**src/rtl/core/ptc_xmul.sv**
```systemverilog
// Signed W x W multiply split in halves: partial products, then the sum.
module ptc_xmul #(
    parameter int W = 36,
    localparam int H  = (W + 1) / 2,
    localparam int HB = W - H,
    localparam int PRW = 2 * W
) (
    input  logic                  i_clk,
    input  logic [1:0]            i_en,
    input  logic signed [W-1:0]   i_a,
    input  logic signed [W-1:0]   i_b,
    output logic signed [PRW-1:0] o_p
);

    logic [H-1:0]          al, bl;
    logic signed [HB-1:0]  ah, bh;
    logic [2*H-1:0]        r_ll, n_ll;
    logic signed [H+HB:0]  r_lh, n_lh, r_hl, n_hl;
    logic signed [2*HB-1:0] r_hh, n_hh;
    logic signed [PRW-1:0] r_p, n_p;

    assign al = i_a[H-1:0];
    assign bl = i_b[H-1:0];
    assign ah = i_a[W-1:H];
    assign bh = i_b[W-1:H];

    // partial products
    always_comb begin
        n_ll = (2*H)'(al) * (2*H)'(bl);
        n_lh = (H+HB+1)'($signed({1'b0, al})) * (H+HB+1)'(bh);
        n_hl = (H+HB+1)'(ah) * (H+HB+1)'($signed({1'b0, bl}));
        n_hh = (2*HB)'(ah) * (2*HB)'(bh);
    end

    // recombine
    always_comb begin
        n_p = (PRW'(r_hh) <<< (2*H)) + (PRW'(r_lh) <<< H) + (PRW'(r_hl) <<< H)
            + $signed(PRW'(r_ll));
    end

    always_ff @(posedge i_clk) begin
        if (i_en[0]) begin
            r_ll <= n_ll;
            r_lh <= n_lh;
            r_hl <= n_hl;
            r_hh <= n_hh;
        end
        if (i_en[1]) begin
            r_p <= n_p;
        end
    end

    assign o_p = r_p;

endmodule

```
**config.mk**
```make
export PLATFORM = sky130hd
export DESIGN_NAME = ptc_xmul
export DESIGN_NICKNAME = d
export VERILOG_FILES = /design/src/rtl/core/ptc_xmul.sv
export SDC_FILE = /design/constraint.sdc
export NUM_CORES = 2
export LEC_CHECK = 0
export ABC_AREA = 1
export BUFFER_PORTS_ARGS = -buffer_cell sky130_fd_sc_hd__buf_2
export CAP_MARGIN = 20
export CORE_MARGIN = 3
export CORE_UTILIZATION = 65
export DETAILED_ROUTE_END_ITERATION = 10
export PLACE_DENSITY = 0.83
export SYNTH_ARGS = -nofsm -noshare
export SYNTH_HDL_FRONTEND = slang
export SYNTH_SLANG_ARGS = --single-unit
```
**constraint.sdc**
```tcl
create_clock -name i_clk -period 6.6 [get_ports i_clk]
set_input_delay 0.33 -clock i_clk [delete_from_list [all_inputs] [get_ports i_clk]]
set_output_delay 0.33 -clock i_clk [all_outputs]
set_load 0.005 [all_outputs]
```
==> metrics <==
EDFF count, synth ~220; largest family of logic cells by synthesized area adder cells; FF-to-FF setup slack approximately 3.2 ns; area share of xor/xnor cells in the synthesized design under 10%; most frequent cells in the layout inv_1 (2341), nand2_1 (2151), fa_1 (1151); MaxCap Viol Count 0; DRT Wirelength between 150000 and 200000 um; clk sinks roughly 220; Synth Area in Adders ~49%; Detailed Place HPWL ~140000 um; Reg clk slew, reported paths roughly 0.070 ns; Slew HR 30.0%; placed cell area just over 0.06 mm2; DRT iter0 DRCs 4786; vias slightly below 50000; worst min path class input port to flip-flop; Routed wire per std cell between 15 and 20 um; Setup Skew about 0.039 ns; Antenna Nets Post-Route 0; # placed instances ~8900; fill cell count between 7000 and 8000; GRT Residual Overflow 0; distinct cell type count after synthesis between 40 and 50; FP Rows 110; Tmin final 6.05 ns; vias per cell 5.50; Least-Margin Pin Slew approximately 1.1 ns; nets between 9000 and 10000; worst reg2reg path depth 10; Required @ worst endpoint between 7 and 8 ns; R2R Path End o_p[58]; Primary FF master, synth edfxtp_1; Critical Path Start i_a[27]; Worst-Skew Late Latency about 0.58 ns; Fin. Hold Viols 0; Die Y between 300 and 400 um; Finished Layout Cells between 8000 and 9000; largest net degree at the start of global routing 92; CTS tree yes; Setup TNS 0 ns; crit path kind input port to flip-flop; clk buf depth 3; RSZ-0062 raised after global routing false; Placer Congestion between 1 and 1.5; IO buf count 146; crit end category flip-flop; status completed; DRT Pass-1 Iters 8; most common cell after layout, fill and taps aside inv_1; family with the most delay on the worst path adder cells; max frequency about 0.17 GHz; initial antenna violation count 11; Root Driver clkbuf_16; final non-filler cell area 0.0632 mm2; Final period util roughly nine tenths; Net Count, Synth 9493; post-synthesis area per instance around 7.7 um2; number of global-route vias before repair 51614; synth warn 0; Post-route DRC 0; layout cell share with drive strength beyond 1 5.41%; CP Launch Type input port; HP Start i_en[0]; mux contribution to synthesized area 0%; Initial Utilization roughly two thirds; Post-synth ARST share 0%; Hold EP r_ll[12]; Die W between 300 and 400 um; # IOs around 150; Synth Area in Simple Gates between 10% and 20%; post-synthesis compound-gate area fraction 2.79%; number of slew-limit violations in the final report 0; TritonCTS Buffers 24; crit path DAT between 6 and 7 ns; synthesized netlist cell count ~7700; CP Buf/Inv Count 8; Die Area slightly below 0.1 mm2; Seq/Total Area, Yosys 10.9%; hold path cells 1; Setup Buffers After CTS 0; synthesized area between 0.06 and 0.07 mm2; R2R Path Start r_lh[36]; Yosys reg bits roughly 220; crit-path cells buf_2 > nand2_1 > fa_1 > inv_1 > fa_1 > inv_1 > fa_1 > inv_1 > fa_1 > fa_1 > inv_1 > fa_1 > inv_1 > ha_1 > nand2_1 > nor2_1 > nand2_1 > clkinv_1 > nand2_1 > nand3_1 > nand2_1 > nand2_1 > xor2_1 > buf_4; fin util between 60% and 70%; total track usage 37.8%; first-pass GRT wire length 278000 um; slowest CP cell buf_2; CP max stage delay just under 0.7 ns; Max FO, Critical Path 33; Syn-to-layout area delta 5.28%; H-tree depth 1; core area about 0.091 mm2; Final setup viols 0
state kept, by name (all words and copies together), names as in the netlist:
signal	count
o_p	72
r_ll	36
r_lh	37
r_hh	36
r_hl	37
final cells by class:
type | count | area [um2] | area share (%)
Timing Repair Buffer | 282 | 1930 | 3.06
Sequential cell | 218 | 6550 | 10.4
Antenna cell | 6 | 15.0 | 0.0238
Clock buffer | 29 | 641 | 1.01
Inverter | 2353 | 8830 | 14.0
Multi-Input combinational cell | 4888 | 43600 | 68.9
Tap cell | 1176 | 1470 | 2.33
Clock inverter | 14 | 184 | 0.291
per-stage QoR:
stage / worst slack, ns / hold WS, ns
after detailed placement: 0.169 / 0.406
after CTS: 0.775 / 0.395
after floorplan: 0.824 / 0.400
after global routing: 0.314 / 0.386
after global placement: 0.219 / 0.400
final: 0.551 / 0.329
kinds of logic after synthesis:
logic type                 after synthesis
xor gates and xnor gates               122
DFF                                    218
and+or+nand+nor                       2793
adders and majority gates             1673
AOI/OAI and AO/OA                      300
buffers and inverters                 2639
Yosys cell counts, types with 3 or more instances:
master,n,share of area [%]
nor3_2,10,0.17
nor2_1,289,1.8
nor3_1,24,0.20
clkbuf_1,284,1.8
nand4_1,43,0.45
a21o_1,15,0.19
inv_2,10,0.063
xor2_1,99,1.4
a21oi_1,157,1.3
nand3_1,170,1.4
and3_1,4,0.042
nor4_1,3,0.031
o21ai_0,75,0.63
o21a_1,8,0.10
a21boi_0,10,0.13
nand2_2,20,0.21
or2_2,19,0.20
fa_1,1151,38
xnor2_1,23,0.34
and2_1,8,0.083
nor2_2,24,0.25
o21bai_1,26,0.33
nand2_1,2151,13
nand3_2,8,0.13
or2_1,3,0.031
nor2_4,4,0.075
inv_1,2341,15
ha_1,522,11
nand3b_1,6,0.075
edfxtp_1,218,11
routing by layer:
layer | vias up | global-route usage [%] | wire length (um)
met3 | 462 | 11.2 | 23000
met1 | 23976 | 52.1 | 69200
li1 | 22115 | - | -
met4 | 10 | 15.6 | 8580
met5 | - | 0 | 64
met2 | 2739 | 56.3 | 73600
worst max-delay path by stage:
stage	cells past startpoint	end	slack (ns)
after global placement	23	r_hl[23]	0.22
after floorplan	20	r_hh[34]	0.82
final	24	r_hl[23]	0.55
after detailed placement	19	r_hh[29]	0.17
after global routing	24	r_hl[23]	0.31
after CTS	24	r_hl[23]	0.78
repair_timing:
item                      4_1_cts  5_1_grt
resized for setup               0        0
hold endpoints to repair        2        0
hold buffers                    1        0
Power is not shown: default switching activity piles up to over one toggle a cycle in this logic, so the estimate is an artifact.
